## config.mk

```make
export PLATFORM = sky130hd
export DESIGN_NAME = gpx_trackpoint_csv_extractor_unit
export DESIGN_NICKNAME = d
export VERILOG_FILES = /design/src/hw/rtl/gpx_pkg.sv /design/src/hw/rtl/gpx_trackpoint_csv_extractor_unit.sv /design/src/hw/rtl/gpx_ctrl.sv /design/src/hw/rtl/gpx_dp.sv
export SDC_FILE = /design/constraint.sdc
export NUM_CORES = 1
export LEC_CHECK = 0
export ABC_CLOCK_PERIOD_IN_PS = 8350
export BUFFER_PORTS_ARGS = -buffer_cell sky130_fd_sc_hd__buf_2
export CELL_PAD_IN_SITES_DETAIL_PLACEMENT = 1
export CELL_PAD_IN_SITES_GLOBAL_PLACEMENT = 2
export CORE_MARGIN = 1.5
export CORE_UTILIZATION = 53
export DETAILED_ROUTE_END_ITERATION = 8
export GPL_TIMING_DRIVEN = 0
export PLACE_DENSITY_LB_ADDON = 0.1
export SLEW_MARGIN = 20
export SYNTH_ARGS = -nofsm -noshare
export SYNTH_HDL_FRONTEND = slang
export SYNTH_HIERARCHICAL = 1
export SYNTH_SLANG_ARGS = --single-unit
export TNS_END_PERCENT = 50
```

## constraint.sdc

```tcl
create_clock -name i_clk -period 8.35 [get_ports i_clk]
set_clock_uncertainty 0.15 [all_clocks]
set_input_delay 0.4175 -clock i_clk [delete_from_list [all_inputs] [get_ports i_clk]]
set_output_delay 0.4175 -clock i_clk [all_outputs]
set_load 0.01 [all_outputs]
```

## src/hw/rtl/gpx_pkg.sv

```systemverilog
// Shared types, constants and helpers for the GPX track point CSV extractor.
package gpx_pkg;

    localparam int VALUE_DEPTH_DEF = 24;
    localparam int TAG_DEPTH_DEF   = 8;
    localparam int NAME_DEPTH      = 4;
    localparam int MAX_RESULTS     = 50;

    // drain sources, in emission order
    typedef enum logic [2:0] {
        SRC_LAT,
        SRC_LON,
        SRC_ELE,
        SRC_TIME,
        SRC_NONE
    } t_src;

    typedef enum logic [1:0] {
        ST_IDLE,
        ST_DRAIN,
        ST_OUT
    } t_state;

    // controller to datapath
    typedef struct packed {
        logic step;      // update parse state with the held item
        logic load;      // fetch next burst byte into output register
        t_src src;       // buffer that is being drained
    } t_cmd;

    // datapath to controller
    typedef struct packed {
        logic [3:0] pend;   // one bit per source with a burst owed
        logic       done;   // current source fully fetched
    } t_sts;

    function automatic logic [7:0] upcase(input logic [7:0] b);
        upcase = (b >= 8'h61 && b <= 8'h7a) ? b - 8'd32 : b;
    endfunction

    function automatic logic is_ws(input logic [7:0] b);
        is_ws = (b == 8'h20) || (b >= 8'd9 && b <= 8'd13);
    endfunction

endpackage

```

## src/hw/rtl/gpx_trackpoint_csv_extractor_unit.sv

```systemverilog
// GPX track point extractor: one GPX byte in per item, CSV bytes out.
// Each input item is parsed in ST_IDLE and settles in ST_DRAIN, then every
// CSV byte it releases goes through the single output register, read one
// byte a cycle from the value buffers while the receiver does not stall: a
// closing character releases a burst (lat and lon trimmed of quotes plus a
// comma each, ele plus a comma, time plus a newline, at most 50 bytes per
// item); other characters release none. The last byte of a burst waits in
// the output register while the next item is parsed.
module gpx_trackpoint_csv_extractor_unit #(
    parameter int VALUE_DEPTH = gpx_pkg::VALUE_DEPTH_DEF,
    parameter int TAG_DEPTH   = gpx_pkg::TAG_DEPTH_DEF
) (
    input  logic       i_clk,
    input  logic       i_rst_n,
    input  logic       i_valid,
    output logic       o_stall,
    input  logic [7:0] i_in_char,
    output logic       o_valid,
    input  logic       i_stall,
    output logic [7:0] o_out_char,
    output logic       o_escape_comma,
    output logic       o_last
);
    import gpx_pkg::*;

    t_cmd cmd;
    t_sts sts;
    logic last_src;

    gpx_ctrl u_ctrl (
        .i_clk(i_clk), .i_rst_n(i_rst_n), .i_valid(i_valid), .o_stall(o_stall),
        .o_valid(o_valid), .i_stall(i_stall), .o_cmd(cmd), .i_sts(sts),
        .o_last_src(last_src)
    );

    gpx_dp #(.VALUE_DEPTH(VALUE_DEPTH), .TAG_DEPTH(TAG_DEPTH)) u_dp (
        .i_clk(i_clk), .i_rst_n(i_rst_n), .i_char(i_in_char), .i_cmd(cmd),
        .i_last_src(last_src), .o_sts(sts), .o_char(o_out_char),
        .o_esc(o_escape_comma), .o_last(o_last)
    );
endmodule

```

## src/hw/rtl/gpx_ctrl.sv

```systemverilog
// Controller: sequences parse step and the byte bursts of each buffer.
module gpx_ctrl (
    input  logic          i_clk,
    input  logic          i_rst_n,
    input  logic          i_valid,
    output logic          o_stall,
    output logic          o_valid,
    input  logic          i_stall,
    output gpx_pkg::t_cmd o_cmd,
    input  gpx_pkg::t_sts i_sts,
    output logic          o_last_src
);
    import gpx_pkg::*;

    localparam int CW = $clog2(MAX_RESULTS);

    t_state r_state, n_state;
    t_src   r_src, n_src;
    logic   r_ovalid, n_ovalid;
    logic [3:0] r_pend, n_pend;
    logic [CW-1:0] r_cnt, n_cnt;    // items loaded for the current input item
    logic       cap;

    function automatic t_src first_src(input logic [3:0] p);
        if (p[0]) return SRC_LAT;
        if (p[1]) return SRC_LON;
        if (p[2]) return SRC_ELE;
        if (p[3]) return SRC_TIME;
        return SRC_NONE;
    endfunction

    // burst is cut after the last allowed item
    assign cap = (r_cnt == CW'(MAX_RESULTS - 1));

    // state and burst bookkeeping
    always_ff @(posedge i_clk) begin
        if (!i_rst_n) begin
            r_state  <= ST_IDLE;
            r_src    <= SRC_NONE;
            r_ovalid <= 1'b0;
            r_pend   <= '0;
            r_cnt    <= '0;
        end else begin
            r_state  <= n_state;
            r_src    <= n_src;
            r_ovalid <= n_ovalid;
            r_pend   <= n_pend;
            r_cnt    <= n_cnt;
        end
    end

    logic       take;
    logic [3:0] rest;
    always_comb begin
        n_state  = r_state;
        n_src    = r_src;
        n_pend   = r_pend;
        n_ovalid = r_ovalid;
        n_cnt    = r_cnt;
        o_cmd    = '{step: 1'b0, load: 1'b0, src: r_src};
        take     = r_ovalid && !i_stall;
        rest     = '0;
        if (take) n_ovalid = 1'b0;
        case (r_state)
            ST_IDLE: begin
                // the output register keeps the last byte while the next item parses
                if (i_valid) begin
                    o_cmd.step = 1'b1;
                    n_cnt      = '0;
                    n_state    = ST_DRAIN;
                end
            end
            ST_DRAIN: begin
                // pick up the pending set latched by the step
                n_pend = i_sts.pend;
                n_src  = first_src(i_sts.pend);
                n_state = (i_sts.pend == '0) ? ST_IDLE : ST_OUT;
            end
            ST_OUT: begin
                if (!r_ovalid || take) begin
                    o_cmd.load = 1'b1;
                    n_ovalid   = 1'b1;
                    n_cnt      = r_cnt + 1'b1;
                    if (cap) begin
                        n_pend  = '0;
                        n_state = ST_IDLE;
                    end else if (i_sts.done) begin
                        rest = r_pend;
                        rest[r_src[1:0]] = 1'b0;
                        n_pend = rest;
                        n_src  = first_src(rest);
                        if (rest == '0) n_state = ST_IDLE;
                    end
                end
            end
            default: n_state = ST_IDLE;
        endcase
    end

    assign o_stall    = (r_state != ST_IDLE);
    assign o_valid    = r_ovalid;
    assign o_last_src = cap ||
                        (i_sts.done && ((r_pend & ~(4'b1 << r_src[1:0])) == '0));

    a_load_out: assert property (@(posedge i_clk) disable iff (!i_rst_n)
        o_cmd.load |-> r_state == ST_OUT) else $error("load outside drain");
    a_step_idle: assert property (@(posedge i_clk) disable iff (!i_rst_n)
        o_cmd.step |=> r_state == ST_DRAIN) else $error("step did not drain");
    a_hold: assert property (@(posedge i_clk) disable iff (!i_rst_n)
        (r_ovalid && i_stall) |=> r_ovalid) else $error("output item lost");
endmodule

```

## src/hw/rtl/gpx_dp.sv

```systemverilog
// Datapath: parse state, name compare, value buffers and output byte register.
module gpx_dp #(
    parameter int VALUE_DEPTH = gpx_pkg::VALUE_DEPTH_DEF,
    parameter int TAG_DEPTH   = gpx_pkg::TAG_DEPTH_DEF
) (
    input  logic          i_clk,
    input  logic          i_rst_n,
    input  logic [7:0]    i_char,
    input  gpx_pkg::t_cmd i_cmd,
    input  logic          i_last_src,
    output gpx_pkg::t_sts o_sts,
    output logic [7:0]    o_char,
    output logic          o_esc,
    output logic          o_last
);
    import gpx_pkg::*;

    localparam int VW = $clog2(VALUE_DEPTH + 1);
    localparam int VI = $clog2(VALUE_DEPTH);
    localparam int TW = $clog2(TAG_DEPTH + 1);
    localparam int TI = $clog2(TAG_DEPTH);
    localparam int NW = $clog2(NAME_DEPTH + 1);
    localparam int NI = $clog2(NAME_DEPTH);

    logic       r_qopen, r_treading, r_held, r_trk, r_ele, r_time, r_epos, r_tpos;
    logic [7:0] r_qchar;
    logic [TW-1:0] r_tlen;
    logic [1:0] r_latph, r_lonph;
    logic [NW-1:0] r_latnl, r_lonnl;
    logic [7:0] r_tag [TAG_DEPTH];
    logic [7:0] r_latn [NAME_DEPTH];
    logic [7:0] r_lonn [NAME_DEPTH];
    logic [VW-1:0] r_len [4];
    logic [7:0] mem_lat [VALUE_DEPTH];
    logic [7:0] mem_lon [VALUE_DEPTH];
    logic [7:0] mem_ele [VALUE_DEPTH];
    logic [7:0] mem_tim [VALUE_DEPTH];
    logic [3:0] r_pend;
    logic [VW-1:0] r_dlen [4];      // lengths snapshot for the burst
    logic [VW:0]   r_pos;           // bytes of the current source already sent
    logic [7:0] r_och;
    logic       r_oesc, r_olast;

    // full-length case-insensitive compare of the tag against a literal
    function automatic logic tag_is(input logic [8*6-1:0] lit, input int n,
                                    input logic [7:0] t [TAG_DEPTH],
                                    input logic [TW-1:0] len);
        logic ok;
        ok = (int'(len) == n);
        for (int k = 0; k < 6; k++)
            if (k < n && k < TAG_DEPTH && upcase(t[k]) != lit[8*(n-1-k) +: 8]) ok = 1'b0;
        return ok;
    endfunction

    function automatic logic name_is(input logic [23:0] lit,
                                     input logic [7:0] t [NAME_DEPTH],
                                     input logic [NW-1:0] len);
        logic ok;
        ok = (len == NW'(3));
        for (int k = 0; k < 3; k++)
            if (upcase(t[k]) != upcase(lit[8*(2-k) +: 8])) ok = 1'b0;
        return ok;
    endfunction

    logic [7:0] b;
    logic q, ws, gt, lt, eq;
    assign b  = i_char;
    assign q  = (b == 8'h22) || (b == 8'h27);
    assign ws = is_ws(b);
    assign gt = (b == 8'h3e);
    assign lt = (b == 8'h3c);
    assign eq = (b == 8'h3d);

    // sequential parse update
    always_ff @(posedge i_clk) begin
        logic qo, tr, hd, trk, el, tm, lo, lno;
        logic [TW-1:0] tl;
        logic [1:0] lp, np;
        logic [NW-1:0] lal, lol;
        logic [3:0] pd;
        logic [VW-1:0] ln [4];
        if (!i_rst_n) begin
            r_qopen <= 1'b0; r_qchar <= '0; r_treading <= 1'b0; r_held <= 1'b0;
            r_tlen <= '0; r_trk <= 1'b0; r_ele <= 1'b0; r_time <= 1'b0;
            r_epos <= 1'b0; r_tpos <= 1'b0; r_latph <= '0; r_lonph <= '0;
            r_latnl <= '0; r_lonnl <= '0; r_pend <= '0;
            for (int k = 0; k < 4; k++) r_len[k] <= '0;
        end else if (i_cmd.step) begin
            qo = r_qopen; tr = r_treading; hd = r_held; tl = r_tlen;
            trk = r_trk; el = r_ele; tm = r_time; lp = r_latph; np = r_lonph;
            lal = r_latnl; lol = r_lonnl; pd = '0;
            for (int k = 0; k < 4; k++) ln[k] = r_len[k];
            // quotes
            if (q && !qo) begin
                qo = 1'b1; r_qchar <= b;
            end else if (q && qo && b == r_qchar) begin
                qo = 1'b0; r_qchar <= '0;
            end
            // tag name
            if (lt) tr = 1'b1;
            else if (tr) begin
                if (!ws && !gt) begin
                    if (!hd && int'(tl) < TAG_DEPTH) begin
                        r_tag[tl[TI-1:0]] <= b; tl = tl + 1'b1;
                    end
                end else begin
                    if (tl != '0) hd = 1'b1;
                    tr = 1'b0;
                end
            end
            // tag commit; tag bytes written this cycle never matter here
            if ((ws || gt) && hd && !tr && !qo) begin
                if (tag_is("TRKPT", 5, r_tag, tl)) trk = 1'b1;
                else if (tag_is("/TRKPT", 6, r_tag, tl)) trk = 1'b0;
                else if (tag_is("ELE", 3, r_tag, tl)) el = 1'b1;
                else if (tag_is("/ELE", 4, r_tag, tl)) el = 1'b0;
                else if (tag_is("TIME", 4, r_tag, tl)) tm = 1'b1;
                else if (tag_is("/TIME", 5, r_tag, tl)) tm = 1'b0;
                tl = '0; hd = 1'b0;
            end
            // latitude
            lo = !qo && trk && lp == 2'd0 && !el && !tm;
            if (!ws && !eq && lo) begin
                if (int'(lal) < NAME_DEPTH) begin
                    r_latn[lal[NI-1:0]] <= b; lal = lal + 1'b1;
                end
            end else if ((ws || eq) && lo && lal != '0) begin
                if (name_is("lat", r_latn, lal)) lp = 2'd1;
                lal = '0;
            end else if ((q || qo) && trk && lp == 2'd1) begin
                if (int'(ln[0]) < VALUE_DEPTH) begin
                    mem_lat[ln[0][VI-1:0]] <= b; ln[0] = ln[0] + 1'b1;
                end
            end else if (ws && !qo && trk && lp == 2'd1 && ln[0] != '0) begin
                lp = 2'd2;
            end else if (gt && !qo && trk && lp == 2'd2) begin
                pd[0] = 1'b1; r_dlen[0] <= ln[0];
                ln[0] = '0; lp = 2'd0; lal = '0;
            end
            // longitude
            lno = !qo && trk && np == 2'd0 && !el && !tm;
            if (!ws && !eq && lno) begin
                if (int'(lol) < NAME_DEPTH) begin
                    r_lonn[lol[NI-1:0]] <= b; lol = lol + 1'b1;
                end
            end else if ((ws || eq) && lno && lol != '0) begin
                if (name_is("lon", r_lonn, lol)) np = 2'd1;
                lol = '0;
            end else if ((q || qo) && trk && np == 2'd1) begin
                if (int'(ln[1]) < VALUE_DEPTH) begin
                    mem_lon[ln[1][VI-1:0]] <= b; ln[1] = ln[1] + 1'b1;
                end
            end else if ((ws || gt) && !qo && trk && np == 2'd1 && ln[1] != '0) begin
                np = 2'd2;
            end
            if (gt && !qo && trk && np == 2'd2) begin
                pd[1] = 1'b1; r_dlen[1] <= ln[1];
                ln[1] = '0; np = 2'd0; lol = '0;
            end
            // elevation
            if (gt && !qo && trk && el) r_epos <= 1'b1;
            else if (!lt && r_epos) begin
                if (int'(ln[2]) < VALUE_DEPTH) begin
                    mem_ele[ln[2][VI-1:0]] <= b; ln[2] = ln[2] + 1'b1;
                end
            end else if (lt && r_epos) r_epos <= 1'b0;
            else if ((ws || gt) && trk && !el && ln[2] != '0) begin
                pd[2] = 1'b1; r_dlen[2] <= ln[2]; ln[2] = '0;
            end
            // time
            if (gt && !qo && trk && tm) r_tpos <= 1'b1;
            else if (!lt && r_tpos) begin
                if (int'(ln[3]) < VALUE_DEPTH) begin
                    mem_tim[ln[3][VI-1:0]] <= b; ln[3] = ln[3] + 1'b1;
                end
            end else if (lt && r_tpos) r_tpos <= 1'b0;
            else if ((ws || gt) && trk && !tm && ln[3] != '0) begin
                pd[3] = 1'b1; r_dlen[3] <= ln[3]; ln[3] = '0;
            end
            r_qopen <= qo; r_treading <= tr; r_held <= hd; r_tlen <= tl;
            r_trk <= trk; r_ele <= el; r_time <= tm; r_latph <= lp; r_lonph <= np;
            r_latnl <= lal; r_lonnl <= lol; r_pend <= pd;
            for (int k = 0; k < 4; k++) r_len[k] <= ln[k];
        end
    end

    // burst position: trimmed sources skip the opening and closing quote
    logic [VW:0] cnt, addr;
    logic [1:0]  si;
    logic        trim;
    assign si   = i_cmd.src[1:0];
    assign trim = (i_cmd.src == SRC_LAT) || (i_cmd.src == SRC_LON);
    always_comb begin
        cnt = {1'b0, r_dlen[si]};
        if (trim) cnt = (r_dlen[si] >= VW'(2)) ? cnt - (VW+1)'(2) : '0;
    end
    assign addr = r_pos + (VW+1)'(trim);
    // r_pos == cnt means the trailing separator is next
    assign o_sts.done = (r_pos >= cnt);
    assign o_sts.pend = r_pend;

    logic [7:0] rd;
    always_comb begin
        case (i_cmd.src)
            SRC_LAT:  rd = mem_lat[addr[VI-1:0]];
            SRC_LON:  rd = mem_lon[addr[VI-1:0]];
            SRC_ELE:  rd = mem_ele[addr[VI-1:0]];
            SRC_TIME: rd = mem_tim[addr[VI-1:0]];
            default:  rd = '0;
        endcase
    end

    // output byte register
    always_ff @(posedge i_clk) begin
        if (!i_rst_n) r_pos <= '0;
        else if (i_cmd.step) r_pos <= '0;
        else if (i_cmd.load) begin
            r_olast <= i_last_src;
            if (o_sts.done) begin
                r_och  <= (i_cmd.src == SRC_TIME) ? 8'h0a : 8'h2c;
                r_oesc <= 1'b0;
                r_pos  <= '0;
            end else begin
                r_och  <= rd;
                r_oesc <= (i_cmd.src == SRC_TIME) && (rd == 8'h2c);
                r_pos  <= r_pos + 1'b1;
            end
        end
    end

    assign o_char = r_och;
    assign o_esc  = r_oesc;
    assign o_last = r_olast;

    a_tlen: assert property (@(posedge i_clk) disable iff (!i_rst_n)
        int'(r_tlen) <= TAG_DEPTH) else $error("tag length overrun");
    a_vlen: assert property (@(posedge i_clk) disable iff (!i_rst_n)
        int'(r_len[3]) <= VALUE_DEPTH) else $error("time length overrun");
    a_esc: assert property (@(posedge i_clk) disable iff (!i_rst_n)
        r_oesc |-> r_och == 8'h2c) else $error("escape on non comma");
endmodule

```

==> qor.txt <==
TritonCTS clock tree: built
Core area: 74,600 µm²
RSZ-0062 raised after global routing: no
WL per Instance: 31.9 µm
DR pass1 iterations: 5
Die width: 278 µm
Adder-Cell Fraction of Synth Area: 1.63%
Final nets: 2,460
H-tree levels: 3
Share of cells above drive strength 1: 21.7%
Synth-to-Final Area Change: 13.2%
# rows: 100
CTS clk-pin slew, worst paths: 0.06 ns
Vias per Instance: 6.43
CP max FO: 10
Final hold violations: 0
Gr usage total: 29.1%
Main combinational cell family by area after synthesis: multiplexers
Highest Clock Rate: 127 MHz
Synthesized area: 40,000 µm²
Final period utilization: 94.0%
Yosys warnings: 6
Initial antenna violation count: 0
Final setup fails: 0
Multiplexer share of the synthesized area: 13.8%
CP startpoint: u_ctrl/r_src[2]$_SDFFE_PN1P_
Die ar.: 77,200 µm²
Switching power: 2040 µW
Crit Path Class: flip-flop to flip-flop
PwrDens: 221 nW/µm²
Port Buffers: 23
Post-synthesis compound-gate area fraction: 3.80%
Synth Flop Type: edfxtp_1
Layout Utilization: 60.8%
Share of total power in sequential cells: 53.1%
DR top layer: met4
Via count: 22,162
Max Cap Viol: 0
CP arrival: 8.11 ns
Root buf cell: clkbuf_16
Mean Syn Cell Area: 17.9 µm²
Number of synthesized flops with an enable pin: 914
R2r setup slk: 0.50 ns
Crit end category: flip-flop
Rel. slew slack: 19.5%
Clock power frac: 44.7%
Post-Synth Simple-Gate Area: 6.80%
CTS Buf Count: 98
FFs w/ async S/R, synth: 0%
Routed WL: 110 mm
Post-CTS Setup Bufs: 0
Reg2reg start: u_ctrl/r_src[2]$_SDFFE_PN1P_
#FFs+latches synth: 970
ANT cells: 0
Xor/xnor share of the synthesized area: 0.744%
LEAKAGE: 0.0143 µW
Largest net degree at the start of global routing: 80
Initial Util: 53.7%
Metal2 WL: 53.1 mm
CTS resizes: 0
IO Pins: 24
Power consumption: 10,000 µW
Min-Delay Path Class: input port to flip-flop
Post-synthesis cell count: 2,235
Sw frac: 20.3%
Clock latency on the worst-skew pair: 0.66 ns
Die Y: 278 µm
Post-synth cell types: 90
Crit path to: u_dp/o_esc$_SDFFCE_PN0P_
Dpl hpwl: 75.9 mm
Hold Crit Start: i_rst_n
Clock sinks: 970
Met3 wire length: 7.51 mm
Slew Limit Fails: 0
Comb pwr share: 2.2%
M1 wire length: 46.2 mm
Worst R2R Path Depth: 18
Fin Setup TNS: 0 ns
CP startpoint kind: flip-flop
CTS max path bufs: 3
Seq/Total Area, Yosys: 71.4%
Vias in the first global route: 23,205
Worst endpoint required time: 8.61 ns
Antenna-violating nets left: 0
Peak supply drop: 0.195 mV
Routability Congestion: 0.864
DRT iter0 DRCs: 2,077
Reg2reg end: u_dp/o_esc$_SDFFCE_PN0P_
Slew @ Worst Pin: 1.20 ns
DRC Markers: 0
Tmin final: 7.85 ns
Int Pwr: 7990 µW
Outcome: finished clean
First-pass GRT wire length: 161 mm
Grt total ovfl: 0
Net count of the mapped netlist: 2,299
[synthesized netlist by cell type, types with 18 or more instances]
library cell	number	area share, %
nor3_1	50	0.63
inv_1	77	0.72
mux4_2	233	13
xor2_1	20	0.44
a21oi_1	33	0.41
edfxtp_1	914	69
nand3_1	37	0.46
mux2i_1	25	0.63
nor2_1	157	1.5
clkbuf_1	62	0.58
nand2_1	111	1.0
nand4_1	24	0.38
dfxtp_1	56	2.8
o21ai_0	38	0.48
a211oi_1	19	0.36
ha_1	52	1.6
nor4_1	27	0.42
nor2b_1	18	0.28
[worst min-delay path by stage]
stage                               endpoint  slack (ns)  cells past startpoint
2_1_floorplan    u_dp/r_dlen[0][2]$_DFFE_PP_        0.27                      0
3_3_place_gp     u_dp/r_dlen[2][2]$_DFFE_PP_        0.28                      0
3_5_place_dp     u_dp/r_dlen[3][3]$_DFFE_PP_        0.29                      0
4_1_cts        u_ctrl/r_pend[0]$_SDFFE_PN0P_        0.02                      2
5_1_grt        u_ctrl/r_pend[0]$_SDFFE_PN0P_        0.05                      2
6_report       u_ctrl/r_pend[0]$_SDFFE_PN0P_        0.06                      2
[state kept, by name, indices dropped and copies added (netlist names), 20 cells and up]
signal / count
u_dp/mem_ele: 192
u_dp/mem_lat: 192
u_dp/mem_lon: 192
u_dp/mem_tim: 192
u_dp/r_tag: 48
u_dp/r_latn: 24
u_dp/r_lonn: 24
u_dp/r_dlen: 20
u_dp/r_len: 20
[worst max-delay path: stages (launching register included)]
cell	delay [ns]
dfxtp_1	0.41
clkbuf_1	0.52
or2_2	0.21
clkbuf_1	0.33
inv_1	0.12
clkbuf_1	0.34
ha_1	0.32
ha_1	0.38
clkbuf_1	0.36
clkbuf_1	0.93
clkbuf_1	0.93
clkbuf_1	0.76
mux4_2	0.41
nand2_1	0.08
a21oi_1	0.13
a2111oi_0	0.72
nor4_1	0.18
nand4_1	0.21
nor3_1	0.07
[power groups by stage]
| stage | combinational, µW | sequential, µW | clock, µW |
|---|---|---|---|
| finish | 218 | 5330 | 4490 |
| detailed placement | 216 | 5430 | 0 |
| global route | 235 | 5330 | 4710 |
| CTS | 218 | 5330 | 4550 |
| global placement | 189 | 5440 | 0 |
| floorplan | 80.2 | 5430 | 0 |
[what timing repair did]
action	in CTS	in global routing
setup endpoints to repair	0	0
hold buffers	2	0
endpoints found under the hold margin	2	0
[per-layer routing]
metal / track usage (%) / vias to the layer above
met4: 9.29 / 0
li1: - / 9348
met3: 4.78 / 181
met2: 46.8 / 855
met1: 41.1 / 11778
met5: 0 / -
[cells in the final DEF (no fill, tap or decap), types with 33 or more instances in the layout]
cell type and n:
o21ai_0 38, nand2_1 111, nor2_1 148, dfxtp_1 56, edfxtp_1 914, ha_1 52
buf_2 43, clkbuf_1 80, nand3_1 37, a21oi_1 33, clkbuf_16 100, mux4_2 233
inv_1 77
[area by class of cell]
class | count | area [µm²]
clock buffers | 123 | 2610
well taps | 969 | 1210
multi-input cells | 1086 | 10900
fillers | 6493 | 29300
repair buffers | 61 | 573
flip-flops and latches | 970 | 28600
inverters | 79 | 297
plain buffers | 100 | 440
clock inverters | 59 | 676
[per-stage QoR]
stage | worst slack, ns | cells | area, µm² | hold WS (ns)
after global placement | 0.390 | 3227 | 41300 | 0.283
after floorplan | 3.62 | 2235 | 40000 | 0.274
final | 0.504 | 3447 | 45300 | 0.0643
after detailed placement | 0.529 | 3263 | 42000 | 0.286
after global routing | 0.173 | 3447 | 45300 | 0.0505
after CTS | 0.476 | 3447 | 45300 | 0.0243
[cell families after synthesis]
group / after synthesis
flip-flops: 970
AND/OR/NAND/NOR: 532
adder cells (fa/ha/maj): 52
buffers and inverters: 179
XOR/XNOR: 34
AO/OA/AOI/OAI: 207
multiplexers: 261
No activity file was read; power rests on OpenSTA's default activity.
